===== config.mk =====
export PLATFORM = sky130hd
export DESIGN_NAME = mjd_div
export DESIGN_NICKNAME = d
export VERILOG_FILES = /design/src/rtl/mjd_pkg.sv /design/src/rtl/mjd_div.sv
export SDC_FILE = /design/constraint.sdc
export NUM_CORES = 1
export LEC_CHECK = 0
export ABC_CLOCK_PERIOD_IN_PS = 3700
export BUFFER_PORTS_ARGS = -buffer_cell sky130_fd_sc_hd__buf_2
export CAP_MARGIN = 25
export CORE_MARGIN = 5
export CORE_UTILIZATION = 55
export DETAILED_ROUTE_END_ITERATION = 7
export GPL_TIMING_DRIVEN = 0
export HOLD_SLACK_MARGIN = 0.1
export PLACE_DENSITY = 0.88
export SYNTH_ARGS = -nofsm -noshare
export SYNTH_HDL_FRONTEND = slang
export SYNTH_SLANG_ARGS = --single-unit
export TNS_END_PERCENT = 1

===== constraint.sdc =====
create_clock -name i_clk -period 3.7 [get_ports i_clk]
set_clock_uncertainty 0.05 [all_clocks]
set_input_delay 0.37 -clock i_clk [delete_from_list [all_inputs] [get_ports i_clk]]
set_output_delay 0.37 -clock i_clk [all_outputs]
set_load 0.01 [all_outputs]

===== src/rtl/mjd_pkg.sv =====
// ----------------------------------------------------------------------------
// mjd_pkg
// shared constants, types and codes of the job dispatcher
// ----------------------------------------------------------------------------
package mjd_pkg;

    localparam int MAX_JOBS_DEF = 128;
    localparam int NUM_PROCS    = 5;
    localparam int LEN_W        = 26;
    localparam int TAG_W        = 16;
    localparam int LOAD_W       = 33;
    localparam int SPD_W        = 16;
    localparam int PROC_W       = 3;
    localparam int CFG_IDX_W    = 3;
    localparam int DIV_STEPS    = LOAD_W;
    localparam int DIV_CNT_W    = 6;

    localparam logic [CFG_IDX_W-1:0] REG_POLICY = 3'd0;
    localparam logic [CFG_IDX_W-1:0] REG_SPEED0 = 3'd1;
    localparam logic [CFG_IDX_W-1:0] REG_SPEED4 = 3'd5;

    localparam logic [1:0] POL_SJF   = 2'd0;
    localparam logic [1:0] POL_AWARE = 2'd1;
    localparam logic [1:0] POL_FIFO  = 2'd2;

    localparam logic [PROC_W-1:0] FASTEST_PROC = 3'd4;

    localparam logic [SPD_W-1:0] SPEED_RST [NUM_PROCS] =
        '{16'd2000, 16'd2000, 16'd3000, 16'd3000, 16'd4000};

    typedef enum logic [2:0] {
        S_IDLE,
        S_DSTART,
        S_DWAIT,
        S_SCAN,
        S_EMIT
    } t_state;

    typedef struct packed {
        logic load;
        logic rot;
        logic rem;
    } t_cell_ctl;

    typedef struct packed {
        logic              start;
        logic [LOAD_W-1:0] dividend;
        logic [SPD_W-1:0]  divisor;
    } t_div_req;

    typedef struct packed {
        logic              done;
        logic [LOAD_W-1:0] quotient;
    } t_div_rsp;

endpackage


===== src/rtl/mjd_div.sv =====
// ----------------------------------------------------------------------------
// mjd_div
// restoring serial divider, one quotient bit a cycle
// ----------------------------------------------------------------------------
module mjd_div (
    input  logic              i_clk,
    input  logic              i_rst_n,
    input  mjd_pkg::t_div_req i_req,
    output mjd_pkg::t_div_rsp o_rsp
);

    logic [mjd_pkg::LOAD_W-1:0]    r_q;
    logic [mjd_pkg::SPD_W-1:0]     r_rem;
    logic [mjd_pkg::SPD_W-1:0]     r_d;
    logic [mjd_pkg::DIV_CNT_W-1:0] r_cnt;
    logic                          r_busy;
    logic                          r_done;
    logic [mjd_pkg::SPD_W:0]       w_trial;
    logic                          w_fit;

    assign w_trial = {r_rem, r_q[mjd_pkg::LOAD_W-1]};
    assign w_fit   = w_trial >= {1'b0, r_d};

    always_ff @(posedge i_clk) begin
        if (!i_rst_n) begin
            r_busy <= 1'b0;
            r_done <= 1'b0;
            r_cnt  <= '0;
        end else begin
            r_done <= 1'b0;
            if (i_req.start) begin
                r_busy <= 1'b1;
                r_cnt  <= mjd_pkg::DIV_CNT_W'(mjd_pkg::DIV_STEPS);
            end else if (r_busy) begin
                r_cnt <= r_cnt - 1'b1;
                if (r_cnt == mjd_pkg::DIV_CNT_W'(1)) begin
                    r_busy <= 1'b0;
                    r_done <= 1'b1;
                end
            end
        end
    end

    always_ff @(posedge i_clk) begin
        if (i_req.start) begin
            r_q   <= i_req.dividend;
            r_rem <= '0;
            // a zero speed divides as one
            r_d   <= (i_req.divisor == '0) ? mjd_pkg::SPD_W'(1) : i_req.divisor;
        end else if (r_busy) begin
            r_q   <= {r_q[mjd_pkg::LOAD_W-2:0], w_fit};
            r_rem <= w_fit ? mjd_pkg::SPD_W'(w_trial - {1'b0, r_d})
                           : w_trial[mjd_pkg::SPD_W-1:0];
        end
    end

    assign o_rsp.done     = r_done;
    assign o_rsp.quotient = r_q;

endmodule


Word-level counts from Yosys, hierarchy flattened. Cells that the tools add are included.

Register bits: 73. Bits of input ports: 52. Output and inout port bits: 34. Logic and storage cells: 26.

Add/subtract/negate cells: 2. Magnitude comparators: 1. Equal/unequal tests: 1. Multiplexer cells: 9. Bitwise logic cells: 2. Reductions and logical operators: 4.

Operator list (count): 33-bit two-way mux (2); 17-bit by 16-bit >= comparator with 1-bit output (1); 16-bit logical NOT (1); 16-bit two-way mux (1); 16-bit subtractor (1); 6-bit two-way mux (2); 6-bit by 1-bit equality test with 1-bit output, second input constant (1); 6-bit by 1-bit subtractor with 6-bit output, second input constant (1); 1-bit two-way mux (4); 3-bit OR reduction (1); 1-bit NOT (2); 2-bit nonzero test (1); 2-bit OR reduction (1).

Longest topological paths before layout. Gate-level depths: netlist (run 1).

Depth after elaboration: 4. Depth in mapped cells: 10. Mapped depth without buffers: 9.

Least setup slack after synthesis (run 1). OpenSTA, ideal clock, no wires.

Path kind: register to register. Start point: register r_d[6] (netlist name). End point: register r_rem[3] (netlist name). Library setup time: 0.077 ns. Arrival: 2.464 ns. Required time: 3.573 ns. Slack: 1.109 ns. Stages on the path, launching flop included: 11. Path buffers: 2. Cells stage by stage: edfxtp_1 inv_1 ha_1 buf_4 nand4_1 or4_1 and4_4 and3_4 buf_6 or4_4 a41oi_2.

Longest elaborated chain between the ends: 2.

Ends and longest elaborated chain: start: declaration (line mjd_div.sv:14) `logic [mjd_pkg::SPD_W-1:0] r_d;`; start signal: assignment (line mjd_div.sv:49) `r_d <= (i_req.divisor == '0) ? mjd_pkg::SPD_W'(1) : i_req.divisor;`; 17-bit by 16-bit >= comparator with 1-bit output (line mjd_div.sv:22) `assign w_fit = w_trial >= {1'b0, r_d};`; 16-bit two-way mux (line mjd_div.sv:52) `r_rem <= w_fit ? mjd_pkg::SPD_W'(w_trial - {1'b0, r_d})`; end signal: assignment (line mjd_div.sv:52); end: declaration (line mjd_div.sv:13) `logic [mjd_pkg::SPD_W-1:0] r_rem;`.

Every way passes these cells. A chain may end at the register's enable or synchronous reset.

Worst setup path after layout (run 1).
Start point: register r_d[1] (netlist name). End point: register r_rem[11] (netlist name).

Longest elaborated chain between the ends: 2. Elaborated cells on any way between the ends: 3.

Ends and longest elaborated chain (line): 16-bit subtractor or 17-bit by 16-bit >= comparator with 1-bit output (tied branches) (mjd_div.sv:52, mjd_div.sv:22); 16-bit two-way mux * (mjd_div.sv:52).

Every way passes the cells marked *; elsewhere a longest branch is shown, timed or not.

==> metrics, run 1 <==
outcome finished with violations; failing checks design-rule violations; CTS buffer count 9; Final setup viols 0; grt ovf 0; clk buf depth 2; Rel. slew slack 54.7%; Synth cell types slightly below 60; Hold Path Cell Cnt 2; CTS tree done; HP Start i_rst_n; final hold violations 0; initial core utilization 56.5%; top post-synthesis cells by area edfxtp_1 (36%), dfxtp_1 (12%), mux2_2 (9.0%), ha_1 (5.5%), nor2_1 (3.0%); post-synthesis sequential area ratio between 40% and 50%; number of global-route vias before repair 3306; Clock Pin Slew Worst Setup and Hold Paths 90 ps; P_leak 2.03 nW; Worst setup EP type flop; number of antenna diodes 0; capture point of the worst reg-to-reg path r_rem[11]; DR WL met3 623 µm; switching power of the nets roughly 0.65 mW; max layer used met4; port bufs between 80 and 90; Worst setup SP type flop; Synth Area in Adders 5.95%; Hold Path End r_busy; final core occ between 60% and 70%; Mapped Avg Cell Area about 11 µm²; CP Class reg -> reg; area leader, netlist edfxtp_1; M1 wire length between 4000 and 5000 µm; Worst-Margin Slew 678 ps; core area 7290 µm²; CP peak stage delay 510 ps; Die X 96.6 µm; Die Span Y 96.6 µm; Inst Count DP 570; Power Density 454 nW/µm²; compound-gate portion of the synthesized area 14.2%; Placer Congestion roughly 0.9; clock root cell clkbuf_8; max-cap viol count 0; Yosys top cell area share 35.7%; Sequential Power Share 44.8%; largest family of logic cells by synthesized area compound AO/OA/AOI/OAI gates; Min-Delay Path Class in -> reg; Slew Viols, Final 0; Area growth syn-to-layout 19.3%; reg-to-reg setup timing slack between 600 and 700 ps; # resized after CTS 0; fin cells 586; WL final roughly 10000 µm; crit path DAT 3250 ps; Syn Nets 456; post-route minimum period a little over 3000 ps; post-synthesis mux area share approximately a tenth; reg2reg path depth 9; XOR/XNOR Fraction of Synth Area 2.76%; Initial DRT Pass Iterations 7; Primary FF master, synth edfxtp_1; Post-synth EDFFs 49; FFs w/ async S/R, synth 0%; Hold-fix buffers, CTS 0; peak supply drop 0.320 mV; initial drt markers about 340; CTS sink cnt 73; first-pass GRT wire length 16300 µm; Cell Area, Synth slightly above 4000 µm²; # rows 31; WL met2 approximately 5500 µm; maximum fanout along the worst path 10; most frequent cell after synthesis edfxtp_1; gr usage total 23.1%; Via Count 3454; ratio of cells with drive above 1 in the final layout 32.4%; H-tree depth 3; Cells after Synth 385; Routed WL per cell about 18 µm; period utilization 82.1%; CP max stage cell a31oi_4; RSZ-0062 raised after global routing false; Critical Path RT just under 4000 ps; Fmax 0.329 GHz; Detail Route Antenna Nets 0; IO Count 86; Worst-Skew Late Latency 360 ps; fillers approximately 550; DRC viols 1; HPWL after DPL ~7500 µm; die footprint 9320 µm²; post-synthesis simple-gate area fraction 11.8%; CP cell instances inv_1 -> ha_1 -> nand2b_1 -> a21oi_1 -> o21ai_0 -> a31oi_4 -> buf_4 -> nand3_1 -> a311oi_1; Final nets 553; Gate power share 23.9%; number of warnings issued by yosys 0; antenna violations before repair 0; Commonest cells post-synth edfxtp_1 (49), mux2_2 (33), nor2_1 (33); synthesized flop and latch total 73; switching share of power 29.3%; setup bufs post-CTS 0; Clk pwr share roughly 31%; Power Internal 1.58 mW; Avg Vias per Cell 5.89; setup_tns 0 ps; largest net degree at the start of global routing 21; worst r2r src r_d[1]
-- routing by layer --
metal  track usage (%)  vias to the layer above
met5                 0                        -
met4              9.23                        0
met3              4.57                       24
met2              39.3                      155
met1              29.0                     1676
li1                  -                     1599
-- through the flow --
| stage | setup WS (ps) | hold slack (ps) | total power [mW] | area [µm²] |
|---|---|---|---|---|
| 4_1_cts | 756 | 217 | 2.23 | 4910 |
| 3_5_place_dp | 783 | 431 | 1.53 | 4700 |
| 3_3_place_gp | 891 | 424 | 1.50 | 4670 |
| 2_1_floorplan | 1110 | 412 | 1.37 | 4120 |
| 5_1_grt | 555 | 225 | 2.33 | 4910 |
| 6_report | 662 | 223 | 2.23 | 4910 |
-- flip-flops by register name (all words and copies together), names as in the netlist --
| signal | count |
|---|---|
| r_cnt | 6 |
| r_rem | 16 |
| r_done | 1 |
| r_q | 33 |
| r_d | 16 |
| r_busy | 1 |
-- cells in the final DEF (no fill, tap or decap), types with 4 or more instances in the layout --
master / count
edfxtp_1: 49
nor3_1: 7
and3_1: 4
inv_1: 25
dfxtp_1: 24
nand2b_1: 5
clkbuf_1: 23
ha_1: 18
nand3_1: 11
buf_2: 85
xor2_1: 4
buf_4: 4
nor4_1: 4
mux2_2: 33
a211oi_1: 10
nor2_1: 33
nand2_1: 20
a311oi_1: 5
mux2i_1: 5
o21ai_0: 17
clkbuf_8: 14
a21oi_1: 19
xnor2_1: 9
-- logic make-up (layout without fill, tap and decap cells) --
family,count (synthesis),after routing
and+or+nand+nor,98,98
AOI/OAI and AO/OA,83,83
DFF,73,73
buffers and inverters,61,163
muxes,38,38
adders and majority gates,19,19
xor gates and xnor gates,13,13
-- worst max-delay path, delay by kind of cell (launching register included) --
family,cells,cell delay (ps)
DFF,1,410
buffers and inverters,2,340
AOI/OAI and AO/OA,4,1630
adders and majority gates,1,300
and+or+nand+nor,2,200
-- power groups by stage --
stage / Sequential (mW) / Clock, mW / Combinational, mW
6_report: 1.00 / 0.700 / 0.533
5_1_grt: 1.01 / 0.743 / 0.580
4_1_cts: 1.00 / 0.706 / 0.525
3_5_place_dp: 1.02 / 0 / 0.517
3_3_place_gp: 1.01 / 0 / 0.493
2_1_floorplan: 1.03 / 0 / 0.341
-- final cells by class --
| cell class | count | area [µm²] | share of cell area, % |
|---|---|---|---|
| flip-flops and latches | 73 | 1950 | 39.7 |
| multi-input cells | 251 | 1850 | 37.7 |
| clock buffers | 10 | 128 | 2.60 |
| inverters | 25 | 93.8 | 1.91 |
| plain buffers | 36 | 224 | 4.56 |
| repair buffers | 86 | 453 | 9.22 |
| clock inverters | 6 | 90.1 | 1.83 |
| well taps | 99 | 124 | 2.52 |
-- how the worst max path moves through the flow --
stage | cells after the start | to | start | slack (ps)
4_1_cts | 10 | r_rem[11] | r_d[5] | 760
6_report | 9 | r_rem[11] | r_d[1] | 660
2_1_floorplan | 10 | r_rem[3] | r_d[6] | 1110
3_5_place_dp | 9 | r_rem[11] | r_d[8] | 780
5_1_grt | 9 | r_rem[11] | r_d[8] | 550
3_3_place_gp | 10 | r_rem[11] | r_d[9] | 890
(Power assumes the default switching activity.)
==> inputs of run 2 (changes only) <==
Settings changed: ABC_CLOCK_PERIOD_IN_PS 3700 to 2850.
Clock period 3.7 ns to 2.85 ns, I/O delays scaled along.
==> run 2 against run 1 <==
- the flow now finishes without violations
- largest power group unchanged
- power increased by 31%
- die area did not move
- hold slack got worse by 87 ps
- highest routed layer unchanged
- via count grew 0.81%
- cell area up 1.1%
==> metrics, run 2 (synthesis results as in run 1) <==
HPWL after DPL 7470 µm (unchanged); first-pass GRT wire length 16400 µm (+0.59%); fillers 536 (-2.9%); CP max stage cell or4_1; Final nets 557 (+0.72%); Initial DRT Pass Iterations 5 (-2); Worst-Skew Late Latency 360 ps (about the same); antenna violations before repair 0 (unchanged); CP peak stage delay 560 ps (+50 ps); Min-Delay Path Class in -> reg; Worst setup EP type flop; worst slack at placement -67.4 ps (-850 ps); Placer Congestion 0.901 (unchanged); Die Span Y 96.6 µm (unchanged); die footprint 9320 µm² (unchanged); Rel. slew slack 54.7% (about the same); setup_tns 0 ps (unchanged); gr usage total 23.3% (+0.15 points); port bufs 85 (unchanged); WL final 10700 µm (+2.5%); sequential cell area 1950 µm² (unchanged); IO Count 86 (unchanged); dpl cell area 4700 µm² (unchanged); Fmax 0.357 GHz (+8.5%); CTS buffer count 9 (unchanged); area occupied by multi-input gates 1870 µm² (+1.0%); outcome complete, no violations; CTS sink cnt 73 (unchanged); ratio of cells with drive above 1 in the final layout 33.6% (+1.2 points); number of global-route vias before repair 3327 (+0.64%); H-tree depth 3 (unchanged); number of antenna diodes 0 (unchanged); CP Class reg -> reg; Critical Path Most Common Cell buf_6; P_leak 2.04 nW (+0.90%); maximum fanout along the worst path 9 (-1); commonest non-fill, non-tap cell in the layout buf_2; crit path DAT 3030 ps (-220 ps); Critical Path RT 3080 ps (-830 ps); period utilization 98.3% (+16 points); number of flip-flops in the largest register 33 (unchanged); Power Density 589 nW/µm² (+30%); peak supply drop 0.394 mV (+23%); max-cap viol count 0 (unchanged); clk buf depth 2 (unchanged); CP cell instances inv_1 -> ha_1 -> buf_6 -> nand4_1 -> or4_1 -> and4_4 -> and3_4 -> buf_6 -> or4_4 -> a41oi_2; Avg Vias per Cell 5.90 (+0.13%); Detail Route Antenna Nets 0 (unchanged); # rows 31 (unchanged); CTS tree done; grt ovf 0 (unchanged); most frequent cells in the layout buf_2 (85), edfxtp_1 (49), mux2_2 (33), nor2_1 (33), inv_1 (25); post-route minimum period 2800 ps (-238 ps); Largest Register r_q; Area growth syn-to-layout 20.6%; initial core utilization 56.5% (unchanged); final core occ 68.2% (+0.75 points); Worst Setup Slack, final 49.5 ps (-612 ps); Slew Viols, Final 0 (unchanged); largest net degree at the start of global routing 21 (unchanged); final hold violations 0 (unchanged); clock root cell clkbuf_8; initial drt markers 328 (-4.7%); Worst setup SP type flop; Routed WL per cell 18.2 µm (+1.8%); Final setup viols 0 (unchanged); biggest regs r_q: 33 flops, r_d: 16 flops, r_rem: 16 flops; Total Power 2.93 mW (+31%); DRC viols 0 (-1); core area 7290 µm² (unchanged); Die X 96.6 µm (unchanged); design area 4970 µm² (+1.1%); Clock Pin Slew Worst Setup and Hold Paths 80 ps (about the same); Via Count 3482 (+0.81%); Worst-Margin Slew 678 ps (-0.683 ps)
[run 2: power breakdown]
part           total, mW  internal, mW  switching, mW
combinational      0.715         0.325          0.390
sequential          1.30          1.24         0.0582
clock              0.911         0.498          0.414
total               2.93          2.06          0.862
[run 2: layout make-up]
| cell class | count | share of cell area, % |
|---|---|---|
| clock inverter | 6 | 1.81 |
| multi-input combinational | 251 | 37.6 |
| tap | 99 | 2.49 |
| clock buffer | 10 | 2.57 |
| timing repair buffer | 90 | 9.72 |
| buffer | 36 | 4.63 |
| sequential | 73 | 39.3 |
| inverter | 25 | 1.89 |
[run 2: path summary, 6_finish.rpt]
path                  start        end  slack, ps  cells past startpoint
hold / removal      i_rst_n     r_busy        140                      2
setup / recovery     r_d[9]   r_rem[3]         50                     10
hold reg to reg   r_rem[15]  r_rem[15]        440                      2
setup reg to reg     r_d[9]   r_rem[3]         50                     10
[run 2: per-layer routing]
layer	global-route usage (%)	vias to the layer above	routed length [µm]
met5	0	-	0
met4	9.00	0	310
met3	4.73	32	719
met2	39.6	185	5600
met1	29.1	1660	4080
li1	-	1605	-
[run 2: critical path: cells and delay by family (launching register included)]
kind	cells	cell delay, ps
AO/OA/AOI/OAI	1	180
adder cells (fa/ha/maj)	1	280
buffers and inverters	3	300
flip-flops	1	330
AND/OR/NAND/NOR	5	1570
[run 2: through the flow]
stage                     std cells  hold WS [ps]
after floorplan                 385           347
after global placement          569           424
after detailed placement        570           431
after CTS                       588           132
after global routing            590           140
final                           590           136
[run 2: repair_timing]
action,4_1_cts,5_1_grt
cloned,0,0
hold buffers,0,0
setup buffers,2,2
gates resized for setup,0,8
pin swaps,1,2
setup endpoints to repair,4,9
