### config.mk
export PLATFORM = sky130hd
export DESIGN_NAME = mjd_cell
export DESIGN_NICKNAME = d
export VERILOG_FILES = /design/src/rtl/mjd_pkg.sv /design/src/rtl/mjd_cell.sv
export SDC_FILE = /design/constraint.sdc
export NUM_CORES = 1
export LEC_CHECK = 0
export ABC_AREA = 1
export BUFFER_PORTS_ARGS = -buffer_cell sky130_fd_sc_hd__buf_4
export CAP_MARGIN = 15
export CORE_MARGIN = 2
export CORE_UTILIZATION = 30
export DETAILED_ROUTE_END_ITERATION = 10
export GPL_TIMING_DRIVEN = 0
export HOLD_SLACK_MARGIN = 0.08
export PLACE_DENSITY = 0.66
export SLEW_MARGIN = 20
export SYNTH_ARGS = -nofsm -noshare
export SYNTH_HDL_FRONTEND = slang
export SYNTH_SLANG_ARGS = --single-unit
### constraint.sdc
create_clock -name i_clk -period 5.3 [get_ports i_clk]
set_clock_uncertainty 0.05 [all_clocks]
set_input_delay 0.795 -clock i_clk [delete_from_list [all_inputs] [get_ports i_clk]]
set_output_delay 0.795 -clock i_clk [all_outputs]
set_load 0.005 [all_outputs]
### src/rtl/mjd_pkg.sv
// ----------------------------------------------------------------------------
// mjd_pkg
// shared constants, types and codes of the job dispatcher
// ----------------------------------------------------------------------------
package mjd_pkg;

    localparam int MAX_JOBS_DEF = 128;
    localparam int NUM_PROCS    = 5;
    localparam int LEN_W        = 26;
    localparam int TAG_W        = 16;
    localparam int LOAD_W       = 33;
    localparam int SPD_W        = 16;
    localparam int PROC_W       = 3;
    localparam int CFG_IDX_W    = 3;
    localparam int DIV_STEPS    = LOAD_W;
    localparam int DIV_CNT_W    = 6;

    localparam logic [CFG_IDX_W-1:0] REG_POLICY = 3'd0;
    localparam logic [CFG_IDX_W-1:0] REG_SPEED0 = 3'd1;
    localparam logic [CFG_IDX_W-1:0] REG_SPEED4 = 3'd5;

    localparam logic [1:0] POL_SJF   = 2'd0;
    localparam logic [1:0] POL_AWARE = 2'd1;
    localparam logic [1:0] POL_FIFO  = 2'd2;

    localparam logic [PROC_W-1:0] FASTEST_PROC = 3'd4;

    localparam logic [SPD_W-1:0] SPEED_RST [NUM_PROCS] =
        '{16'd2000, 16'd2000, 16'd3000, 16'd3000, 16'd4000};

    typedef enum logic [2:0] {
        S_IDLE,
        S_DSTART,
        S_DWAIT,
        S_SCAN,
        S_EMIT
    } t_state;

    typedef struct packed {
        logic load;
        logic rot;
        logic rem;
    } t_cell_ctl;

    typedef struct packed {
        logic              start;
        logic [LOAD_W-1:0] dividend;
        logic [SPD_W-1:0]  divisor;
    } t_div_req;

    typedef struct packed {
        logic              done;
        logic [LOAD_W-1:0] quotient;
    } t_div_rsp;

endpackage

### src/rtl/mjd_cell.sv
// ----------------------------------------------------------------------------
// mjd_cell
// one job table entry, shifts in from its upper neighbour
// ----------------------------------------------------------------------------
module mjd_cell #(
    parameter int IDX = 0,
    parameter int IW  = 7,
    parameter int CW  = 8
) (
    input  logic                       i_clk,
    input  mjd_pkg::t_cell_ctl         i_ctl,
    input  logic [CW-1:0]              i_count,
    input  logic [IW-1:0]              i_pick,
    input  logic [mjd_pkg::LEN_W-1:0]  i_new_len,
    input  logic [mjd_pkg::TAG_W-1:0]  i_new_tag,
    input  logic [mjd_pkg::LEN_W-1:0]  i_nb_len,
    input  logic [mjd_pkg::TAG_W-1:0]  i_nb_tag,
    output logic [mjd_pkg::LEN_W-1:0]  o_len,
    output logic [mjd_pkg::TAG_W-1:0]  o_tag
);

    logic [mjd_pkg::LEN_W-1:0] r_len;
    logic [mjd_pkg::TAG_W-1:0] r_tag;
    logic                      w_take_nb;
    logic                      w_take_new;

    assign w_take_nb  = i_ctl.rot || (i_ctl.rem && (IW'(IDX) >= i_pick));
    assign w_take_new = i_ctl.load && (CW'(IDX) == i_count);

    always_ff @(posedge i_clk) begin
        if (w_take_nb) begin
            r_len <= i_nb_len;
            r_tag <= i_nb_tag;
        end else if (w_take_new) begin
            r_len <= i_new_len;
            r_tag <= i_new_tag;
        end
    end

    assign o_len = r_len;
    assign o_tag = r_tag;

endmodule

## After elaboration in Yosys (flattened, before gate mapping)

Cells that the tools add are included.

| word-level totals | value |
|---|---|
| bits in latches | 0 |
| logic and storage cells | 12 |
| memories | 0 |
| bits of input ports | 103 |
| register bits after elaboration | 42 |
| bits in writable memories | 0 |
| ROM bits | 0 |

| cells by class | value |
|---|---|
| order comparisons | 1 |
| bitwise operators | 0 |
| add/sub/neg operators | 0 |
| multiply operators | 0 |
| eq/ne operators | 0 |
| divide/modulo/power cells | 0 |
| shifts and indexed selects | 0 |
| muxes and demuxes | 4 |
| reduce and logical (&&, ||, !) cells | 5 |

Operator list:

| operator | number |
|---|---|
| 2-to-1 mux 26 bit | 2 |
| 2-to-1 mux 16 bit | 2 |
| logical NOT 8 bit | 1 |
| greater-or-equal comparator 1 x 7 -> 1 bit, first input constant | 1 |
| logical AND 1 bit | 2 |
| nonzero test 2 bit | 1 |
| logical OR 1 bit | 1 |

## Logic depth before layout (Yosys ltp)

Gate-level depths: netlist (run 1).

| logic depth | value |
|---|---|
| depth after elaboration | 4 |
| gate-level depth with buffers | 8 |
| depth with buffers taken out | 7 |

## Worst setup path before layout (run 1)

OpenSTA, ideal clock, no wires.

| path | value |
|---|---|
| kind | input-to-reg |
| start | input i_pick[0] |
| end | register r_len (netlist bit o_len[0]) (enable) |
| stages | 8 |
| buffers on the path | 1 |
| arrival | 2262 ps |
| setup slack | 2588 ps |
| cells stage by stage | inv_1 nand2_1 nor2_1 nand2_2 nand2_4 buf_6 inv_2 nand2_1 |

| on the way | value |
|---|---|
| longest elaborated chain between the ends | 4 |

RTL lines:

| what | RTL line | source |
|---|---|---|
| from (decl) | mjd_cell.sv:13 | `input logic [IW-1:0] i_pick,` |
| greater-or-equal comparator 1 x 7 -> 1 bit | mjd_cell.sv:27 | `assign w_take_nb = i_ctl.rot \|\| (i_ctl.rem && (IW'(IDX) >= i_pick));` |
| logical AND 1 bit | mjd_cell.sv:27 |  |
| logical OR 1 bit | mjd_cell.sv:27 |  |
| nonzero test 2 bit (no line) | -- |  |
| to (signal assigned) | mjd_cell.sv:32 | `r_len <= i_nb_len;` |
| to (signal assigned) | mjd_cell.sv:35 | `r_len <= i_new_len;` |
| to (decl) | mjd_cell.sv:22 | `logic [mjd_pkg::LEN_W-1:0] r_len;` |

No other way between the ends.
A chain may end at the register's enable or synchronous reset.

## Worst setup path after layout (run 1)

| path | value |
|---|---|
| start | input i_pick[0] |
| end | register r_tag (netlist bit o_tag[12]) (enable) |

| on the way | value |
|---|---|
| longest elaborated chain between the ends | 4 |

RTL lines:

| what | RTL line | source |
|---|---|---|
| greater-or-equal comparator 1 x 7 -> 1 bit | mjd_cell.sv:27 |  |
| logical AND 1 bit | mjd_cell.sv:27 |  |
| logical OR 1 bit | mjd_cell.sv:27 |  |
| nonzero test 2 bit (no line) | -- |  |
| to (signal assigned) | mjd_cell.sv:33 | `r_tag <= i_nb_tag;` |
| to (signal assigned) | mjd_cell.sv:36 | `r_tag <= i_new_tag;` |
| to (decl) | mjd_cell.sv:23 | `logic [mjd_pkg::TAG_W-1:0] r_tag;` |

No other way between the ends.

==> impl_metrics.yaml, run 1 <==
finish:
  register_area_um2: 1260
  fill_cells: 602
  fin_nets: 458
  drive_gt1_share_pct: 46.1
  fin_area_um2: 3250
  area_growth_pct: 65.1
  diodes: 0
  multiInputGateArea_um2: 597
route:
  wl_per_cell_um: 12.7
  wl_um: 5500
  drt-pass1-iter-count: 3
  drt-initial-drc-count: 45
  drc_errors: 0
  ant_nets: 0
  vias_per_cell: 4.45
  vias: 1927
grt:
  antenna_found_initial: 0
  use_met1_pct: 17.3
  grt_pass1_vias: 2057
  use_met2_pct: 27.5
  grt.busiest_layer: "met2"
  track_usage_pct: 15.5
  grt_overflow_total: 0
  grt_pass1_wl_um: 8960
  grt_max_degree: 29
  gr-usage-met3_pct: 5.35
synth:
  synth.distinct_cells: 13
  ys_seq_elements: 42
  synthesis.area_um2: 1970
  yosysTopAreaCellShare_pct: 64.0
  yosysMostFrequentCell: "nand2_1"
  synthTopCellsByArea: "edfxtp_1 (64%), nand2_1 (17%), nand3_1 (11%)"
  synth_area_per_cell_um2: 9.70
  synth-seq-area-share_pct: 64.0
  synth_cells: 203
  synth_edf_count: 42
  yosysWarnings: 0
  async_flop_share_pct: 0
  synth_commonest_cells: "nand2_1 (89), edfxtp_1 (42), nand3_1 (42)"
  synth_largest_area_cell: "edfxtp_1"
  synthFlopType: "edfxtp_1"
  syn-num-nets: 306
flow_run:
  maxCapViolCount: 0
worst_setup_path:
  required_ns: 5.24
  crit_buf_inv: 5
  critPathSlowestCell: "nand2_2"
  cp-start-kind: "input pin"
  path_max_fanout: 28
  endpoint_kind: "flip-flop"
  slowest_delay_ns: 0.30
  crit_chain: "buf_4 -> inv_1 -> nand2_1 -> nor2_1 -> nand2_2 -> nand2_4 -> buf_6 -> inv_2 -> nand2_2 -> buf_12"
  critical_path.top_delay_family: "simple AND/OR/NAND/NOR gates"
  worstPathArrival_ns: 2.17
  path_class: "in -> reg"
  crit_top_cell: "nand2_2"
power_and_ir_drop:
  p_int_mw: 0.594
  power_density_nw_per_um2: 237
  peakVddDrop_v: 0.000133
  power_frac_seq_pct: 53.4
  clkPwrFrac_pct: 25.5
  p_sw_mw: 0.175
  p_comb_share_pct: 21.0
  leakagePower_nw: 1.63
  p_sw_share_pct: 22.7
cts:
  cts-root-buf: "clkbuf_8"
  cts_resized: 0
  clk_path_buf_depth: 2
  cts.htree.levels: 2
  clk_pin_slew_worst_paths_ns: 0.08
  cts_made_buffers: 5
  cts_hold_buf: 0
  cts_setup_buffers: 0
  cts_num_sinks: 42
  cts_tree: "built"
timing:
  finalSetupViolCount: 0
  hold_viol_final: 0
  slew_headroom_pct: 70.2
  maxSlewViolCount: 0
  finalCritPeriodShare_pct: 42.0
  fmax_mhz: 449
  rsz0062_at_grt: "no"
  totalNegativeSetupSlack_ns: 0
  worstMarginPinSlew_ns: 0.447
  layout_min_cycle_time_ns: 2.23
placed_design:
  hpwl_um: 4280
  dpl-instance-area_um2: 3170
  io_buffers: 144
  gp_congestion: 0.760
run_status:
  outcome: "complete, no violations"
worst_hold_path:
  hold_depth: 3
  min_from: "i_nb_tag[2]"
  hp-class: "in -> reg"
  hold_end: "o_tag[2]"
floorplanning:
  core_um2: 6350
  io_pins: 145
  die_area_um2: 7230
  start_util_pct: 31.0
  dieHeight_um: 85.0
  num_rows: 29
  fp.dieW_um: 85.0
logic make-up (layout without fill, tap and decap cells):
kind of cell / after synthesis / in the layout / share of synthesized area (%)
simple gates: 140 / 140 / 30.2
flops: 42 / 42 / 64.0
buf+inv: 21 / 174 / 5.78
cell usage in the layout (no fill, tap or decap), drive strengths merged:
| cell type | synthesis | layout |
|---|---|---|
| buf | 12 | 157 |
| clkbuf | 0 | 6 |
| clkinv | 0 | 2 |
| edfxtp | 42 | 42 |
| inv | 9 | 9 |
| nand2 | 91 | 91 |
| nand3 | 42 | 42 |
| nand4 | 1 | 1 |
| nor2 | 5 | 5 |
| nor3b | 1 | 1 |
layer usage:
layer | share of wire (%) | up-vias
li1 | - | 980
met1 | 39 | 842
met2 | 50 | 93
met3 | 9.3 | 12
met4 | 2.2 | 0
met5 | 0 | -
power by group through the flow:
stage	Combinational [mW]	Clock, mW	Sequential (mW)
after floorplan	0.0429	0	0.423
after global placement	0.160	0	0.418
after detailed placement	0.164	0	0.419
after CTS	0.164	0.205	0.412
after global routing	0.179	0.213	0.415
final	0.162	0.196	0.411
cell type report:
class                      count  share of cell area (%)
buffer                        12                    2.46
clock buffer                   6                    2.23
clock inverter                 2                   0.269
inverter                       9                    1.04
multi-input combinational    140                    18.4
sequential                    42                    38.8
tap                           77                    2.96
timing repair buffer         145                    33.9
worst max-delay path by stage:
stage	end	slack (ns)	cells past startpoint	start
detailed placement	o_tag[11]	2.74	10	i_pick[0]
finish	o_tag[12]	3.07	10	i_pick[0]
global placement	o_tag[12]	1.94	9	i_pick[4]
floorplan	o_len[0]	2.59	8	i_pick[0]
CTS	o_tag[11]	3.05	10	i_pick[0]
global route	o_len[2]	2.90	10	i_pick[4]
tightest hold or removal path, delay by kind of cell:
| kind | cells | cell delay, ns |
|---|---|---|
| buffers and inverters | 1 | 0.08 |
| and+or+nand+nor | 2 | 0.08 |
per-stage QoR:
stage	util (%)	instances	power [mW]	hold slack, ns	setup WS (ns)
6_report	51.2	433	0.769	0.714	3.07
5_1_grt	51.2	433	0.807	0.721	2.90
4_1_cts	51.2	433	0.781	0.704	3.05
3_5_place_dp	49.9	425	0.583	1.01	2.74
3_3_place_gp	49.6	424	0.578	1.01	1.94
2_1_floorplan	-	203	0.466	0.924	2.59
sequential cells by signal, summed over array words and instances (netlist names):
signal	count
o_len	26
o_tag	16
Note: power is estimated with default switching activity, not from simulation.
==> run 2: changes to the inputs <==
--- a/config.mk
+++ b/config.mk
@@ -13,7 +13,7 @@
 export DETAILED_ROUTE_END_ITERATION = 10
 export GPL_TIMING_DRIVEN = 0
 export HOLD_SLACK_MARGIN = 0.08
-export PLACE_DENSITY = 0.66
+export PLACE_DENSITY = 0.68
 export SLEW_MARGIN = 20
 export SYNTH_ARGS = -nofsm -noshare
 export SYNTH_HDL_FRONTEND = slang
==> constraint.sdc (replaced) <==
create_clock -name i_clk -period 1.9 [get_ports i_clk]
set_clock_uncertainty 0.05 [all_clocks]
set_input_delay 0.285 -clock i_clk [delete_from_list [all_inputs] [get_ports i_clk]]
set_output_delay 0.285 -clock i_clk [all_outputs]
set_load 0.005 [all_outputs]
==> run 2 against run 1 <==
Hold slack got worse by 0.50 ns. Setup slack got worse by 2.9 ns. Critical path type unchanged. Clock power rose to 2.7 times the previous value. Sequential cell count did not move. Utilization fell by 0.32 points. Via count rose by 0.57%. Sequential power rose to 2.8 times the previous value. Non-clock buffer count fell by 1. Cell area fell by 0.62%. First-iteration DRC count rose by 49%.
==> impl_metrics.yaml, run 2 (synthesis gave the netlist of run 1 again) <==
route:
  vias: 1938
  drt-pass1-iter-count: 4
  drt-initial-drc-count: 67
  ant_nets: 0
  wl_met3_um: 561
  drt-met1-wl_um: 2010
  vias_per_cell: 4.50
  wl_met2_um: 2890
  routed.top_layer: "met4"
  wl_um: 5490
  wl_per_cell_um: 12.7
  drc_errors: 0
grt:
  grt_pass1_wl_um: 8830
  antenna_found_initial: 0
  track_usage_pct: 15.5
  grt_max_degree: 43
  grt_pass1_vias: 1918
  grt_overflow_total: 0
timing:
  whs_ns: 0.210
  layout_min_cycle_time_ns: 1.69
  rsz0062_at_grt: "no"
  maxSlewViolCount: 0
  finalSetupViolCount: 0
  finalCritPeriodShare_pct: 88.8
  fmax_mhz: 593
  hold_viol_final: 0
  fin_ws_ns: 0.213
  worstMarginPinSlew_ns: 0.581
  slew_headroom_pct: 61.2
placed_design:
  hpwl_um: 4150
  io_buffers: 144
  gp_congestion: 0.724
  post-place-ws_ns: -0.437
  dpl-instance-area_um2: 3150
worst_hold_path:
  hp-class: "in -> reg"
  hold_depth: 3
worst_setup_path:
  worstPathArrival_ns: 1.56
  endpoint_kind: "flip-flop"
  path_max_fanout: 42
  required_ns: 1.77
  cp-start-kind: "input pin"
  path_class: "in -> reg"
power_and_ir_drop:
  power_density_nw_per_um2: 659
  totalPowerFinal_mw: 2.13
  peakVddDrop_v: 0.000249
  leakagePower_nw: 1.62
finish:
  fin_nets: 457
  fill_cells: 619
  fin_area_um2: 3230
  drive_gt1_share_pct: 45.8
  area_growth_pct: 64.0
  layout_common_cells: "buf_4 (144), nand2_1 (88), nand3_1 (42), edfxtp_1 (42), inv_1 (7)"
  diodes: 0
  largest_reg_flops: 26
  final_common_cell: "buf_4"
floorplanning:
  core_um2: 6350
  start_util_pct: 31.0
  die_area_um2: 7230
  num_rows: 29
  io_pins: 145
  fp.dieW_um: 85.0
  dieHeight_um: 85.0
cts:
  clk_path_buf_depth: 2
  clk_pin_slew_worst_paths_ns: 0.08
  cts.htree.levels: 2
  cts_made_buffers: 5
  cts_num_sinks: 42
  cts_hold_buf: 0
  cts-root-buf: "clkbuf_8"
  cts_tree: "built"
flow_run:
  maxCapViolCount: 0
run_status:
  outcome: "complete, no violations"
[run 2: area by class of cell]
type	count	area, um2	area share, %
Timing Repair Buffer	144	1080	33.5
Multi-Input combinational cell	140	602	18.6
Tap cell	77	96.3	2.98
Buffer	12	80.1	2.48
Inverter	9	33.8	1.05
Sequential cell	42	1260	39.0
Clock buffer	7	76.3	2.36
[run 2: critical path, cell delays in order]
cell and delay, ns:
buf_4 0.11, inv_1 0.05, nand2_1 0.05, nor2_1 0.12, nand2_2 0.14, nand2_4 0.15, buf_6 0.16, inv_2 0.05
nand2_4 0.42
[run 2: stage by stage]
stage                     TNS [ns]  util (%)  instances
after floorplan                  0         -        203
final                            0      50.9        431
after CTS                        0      50.9        431
after global placement      -17.27      49.6        424
after global routing             0      50.9        431
after detailed placement    -18.23      49.6        424
[run 2: report_power, final]
part	leakage (nW)	switching [mW]	total (mW)	internal, mW
sequential	0.410	0.0219	1.15	1.12
clock	0.0383	0.283	0.537	0.253
combinational	1.17	0.169	0.448	0.279
[run 2: timing repair]
action	CTS	global route
gates resized for setup	1	0
buffers inserted	0	0
endpoints found under the setup margin	42	0
endpoints found under the hold margin	0	0
[run 2: metal layers]
metal  track usage (%)  up-vias
li1                  -      977
met1              17.2      860
met2              28.1       99
met3              5.64        2
met4              3.90        0
met5                 0        -
[run 2: path summary, 6_finish.rpt]
kind	slack, ns	end	startpoint
max	0.21	o_tag[15]	i_pick[0]
min	0.21	o_len[22]	i_nb_len[22]
==> run 3: changes to the inputs <==
--- a/config.mk
+++ b/config.mk
@@ -5,7 +5,6 @@
 export SDC_FILE = /design/constraint.sdc
 export NUM_CORES = 1
 export LEC_CHECK = 0
-export ABC_AREA = 1
 export BUFFER_PORTS_ARGS = -buffer_cell sky130_fd_sc_hd__buf_4
 export CAP_MARGIN = 15
 export CORE_MARGIN = 2
@@ -13,7 +12,7 @@
 export DETAILED_ROUTE_END_ITERATION = 10
 export GPL_TIMING_DRIVEN = 0
 export HOLD_SLACK_MARGIN = 0.08
-export PLACE_DENSITY = 0.68
+export PLACE_DENSITY = 0.67
 export SLEW_MARGIN = 20
 export SYNTH_ARGS = -nofsm -noshare
 export SYNTH_HDL_FRONTEND = slang
==> run 3 against run 2 <==
Critical path depth fell by 1. Setup slack got worse by 0.0063 ns. The run now ends with design-rule violations left. Critical path type unchanged. Global-route usage fell by 2.2 points. First-iteration DRC count fell by 64%. Largest cell class unchanged. Final cell count fell by 24%. Cell area rose by 4.6%. Fmax fell by 0.37%. Synthesized area rose by 2.0%.
==> impl_metrics.yaml, run 3 <==
worst_setup_path:
  worstPathArrival_ns: 1.65
  cp-start-kind: "input pin"
  endpoint_kind: "flip-flop"
  required_ns: 1.85
  crit_start: "i_pick[5]"
  path_class: "in -> reg"
  path_max_fanout: 12
synth:
  synth_largest_area_cell: "edfxtp_1"
  synthMuxAreaShare_pct: 30.8
  syn-num-nets: 197
  synth_top_family_by_area: "multiplexers"
  ys_seq_elements: 42
  synth_cells: 94
  synth.distinct_cells: 10
  synth_xor_xnor_area_share_pct: 0
  synth_commonest_cells: "edfxtp_1 (42), mux2_4 (39), buf_6 (4)"
  yosysTopAreaCellShare_pct: 62.8
  async_flop_share_pct: 0
  yosysMostFrequentCell: "edfxtp_1"
  synth-seq-area-share_pct: 62.8
  synth_compound_area_share_pct: 1.25
  synthesis.area_um2: 2010
  synth_edf_count: 42
  synthTopCellsByArea: "edfxtp_1 (63%), mux2_4 (29%), buf_6 (2.2%)"
  synthFlopType: "edfxtp_1"
  synthAdderAreaFrac_pct: 0
  synth_area_per_cell_um2: 21.4
  yosysWarnings: 0
  synth-simple-area-share_pct: 2.93
cts:
  clk_path_buf_depth: 2
  clk_pin_slew_worst_paths_ns: 0.08
  cts_resized: 0
  cts.htree.levels: 2
  cts_made_buffers: 5
  cts_tree: "built"
  cts_num_sinks: 42
  cts-root-buf: "clkbuf_8"
grt:
  track_usage_pct: 13.3
  grt_pass1_vias: 1537
  grt_overflow_total: 0
  grt_max_degree: 13
  grt_pass1_wl_um: 7380
  antenna_found_initial: 0
power_and_ir_drop:
  leakagePower_nw: 1.57
  peakVddDrop_v: 0.000341
  power_density_nw_per_um2: 690
floorplanning:
  dieHeight_um: 85.8
  fp.dieW_um: 85.8
  die_area_um2: 7370
  io_pins: 145
  start_util_pct: 31.3
  core_um2: 6420
  num_rows: 29
finish:
  final_common_cell: "buf_4"
  fill_cells: 555
  fin_nets: 354
  register_area_um2: 1260
  largest_reg_flops: 26
  diodes: 0
  layout_common_cells: "buf_4 (148), edfxtp_1 (42), mux2_4 (39)"
  area_growth_pct: 68.2
  fin_cells: 329
  multiInputGateArea_um2: 737
  drive_gt1_share_pct: 82.1
run_status:
  violations: "design-rule violations"
  outcome: "finished, violations left"
timing:
  rsz0062_at_grt: "no"
  fin_ws_ns: 0.207
  finalCritPeriodShare_pct: 89.1
  worstMarginPinSlew_ns: 0.297
  maxSlewViolCount: 0
  slew_headroom_pct: 80.1
  finalSetupViolCount: 0
  hold_viol_final: 0
  fmax_mhz: 591
  layout_min_cycle_time_ns: 1.69
route:
  drt-initial-drc-count: 24
  vias: 1434
  wl_um: 4730
  vias_per_cell: 4.36
  drt-pass1-iter-count: 9
  drc_errors: 5
  ant_nets: 0
  wl_per_cell_um: 14.4
flow_run:
  maxCapViolCount: 0
placed_design:
  gp_congestion: 0.717
  post-place-ws_ns: -0.387
  hpwl_um: 3970
  dp.cells: 318
  io_buffers: 144
worst_hold_path:
  hp-class: "in -> reg"
  min_from: "i_nb_len[22]"
## run 3: through the flow
step	area [um2]	hold slack [ns]	power (mW)	utilization [%]	setup TNS, ns
after floorplan	2040	0.452	1.34	-	-28.68
after global placement	3220	0.536	1.66	50.1	-55.98
after detailed placement	3250	0.538	1.68	50.6	-10.19
after CTS	3380	0.230	2.36	52.6	0
after global routing	3380	0.222	2.44	52.6	0
final	3380	0.239	2.33	52.6	0
## run 3: logic make-up after synthesis
kind of cell / count (synthesis)
multiplexers: 42
buffers and inverters: 4
AND/OR/NAND/NOR: 4
AO/OA/AOI/OAI: 2
flip-flops: 42
## run 3: final timing paths
kind,endpoint,slack [ns],cells after the start
setup / recovery,o_len[3],0.21,8
hold / removal,o_len[22],0.24,2
## run 3: where the power goes
part           leakage [nW]  switching [mW]  internal, mW  total, mW
Sequential            0.411          0.0227          1.12       1.14
Combinational          1.11           0.152         0.354      0.505
Clock                0.0524           0.288         0.393      0.681
Total                  1.57           0.462          1.87       2.33
## run 3: final cells by class
class / count / area share (%)
Multi-Input combinational cell: 48 / 21.8
Buffer: 4 / 1.33
Sequential cell: 42 / 37.3
Tap cell: 77 / 2.85
Timing Repair Buffer: 150 / 33.5
Clock buffer: 7 / 2.26
Clock inverter: 1 / 0.889
## run 3: repair_timing
| item | 4_1_cts | 5_1_grt |
|---|---|---|
| setup buffers | 3 | 0 |
| setup endpoints to repair | 10 | 0 |
| hold buffers | 0 | 0 |
| endpoints found under the hold margin | 0 | 0 |
## run 3: per-layer routing
metal | track usage (%) | part of all wire (%)
met5 | 0 | 0
met4 | 6.35 | 2.8
met2 | 23.6 | 55
met1 | 13.7 | 33
met3 | 5.20 | 9.6
## run 3: worst max-delay path, cell delays in order
cell and delay [ns]:
buf_4 0.12, nor4_4 0.33, a21oi_4 0.15, buf_6 0.19
o41ai_4 0.06, buf_4 0.18, buf_6 0.16, buf_6 0.16
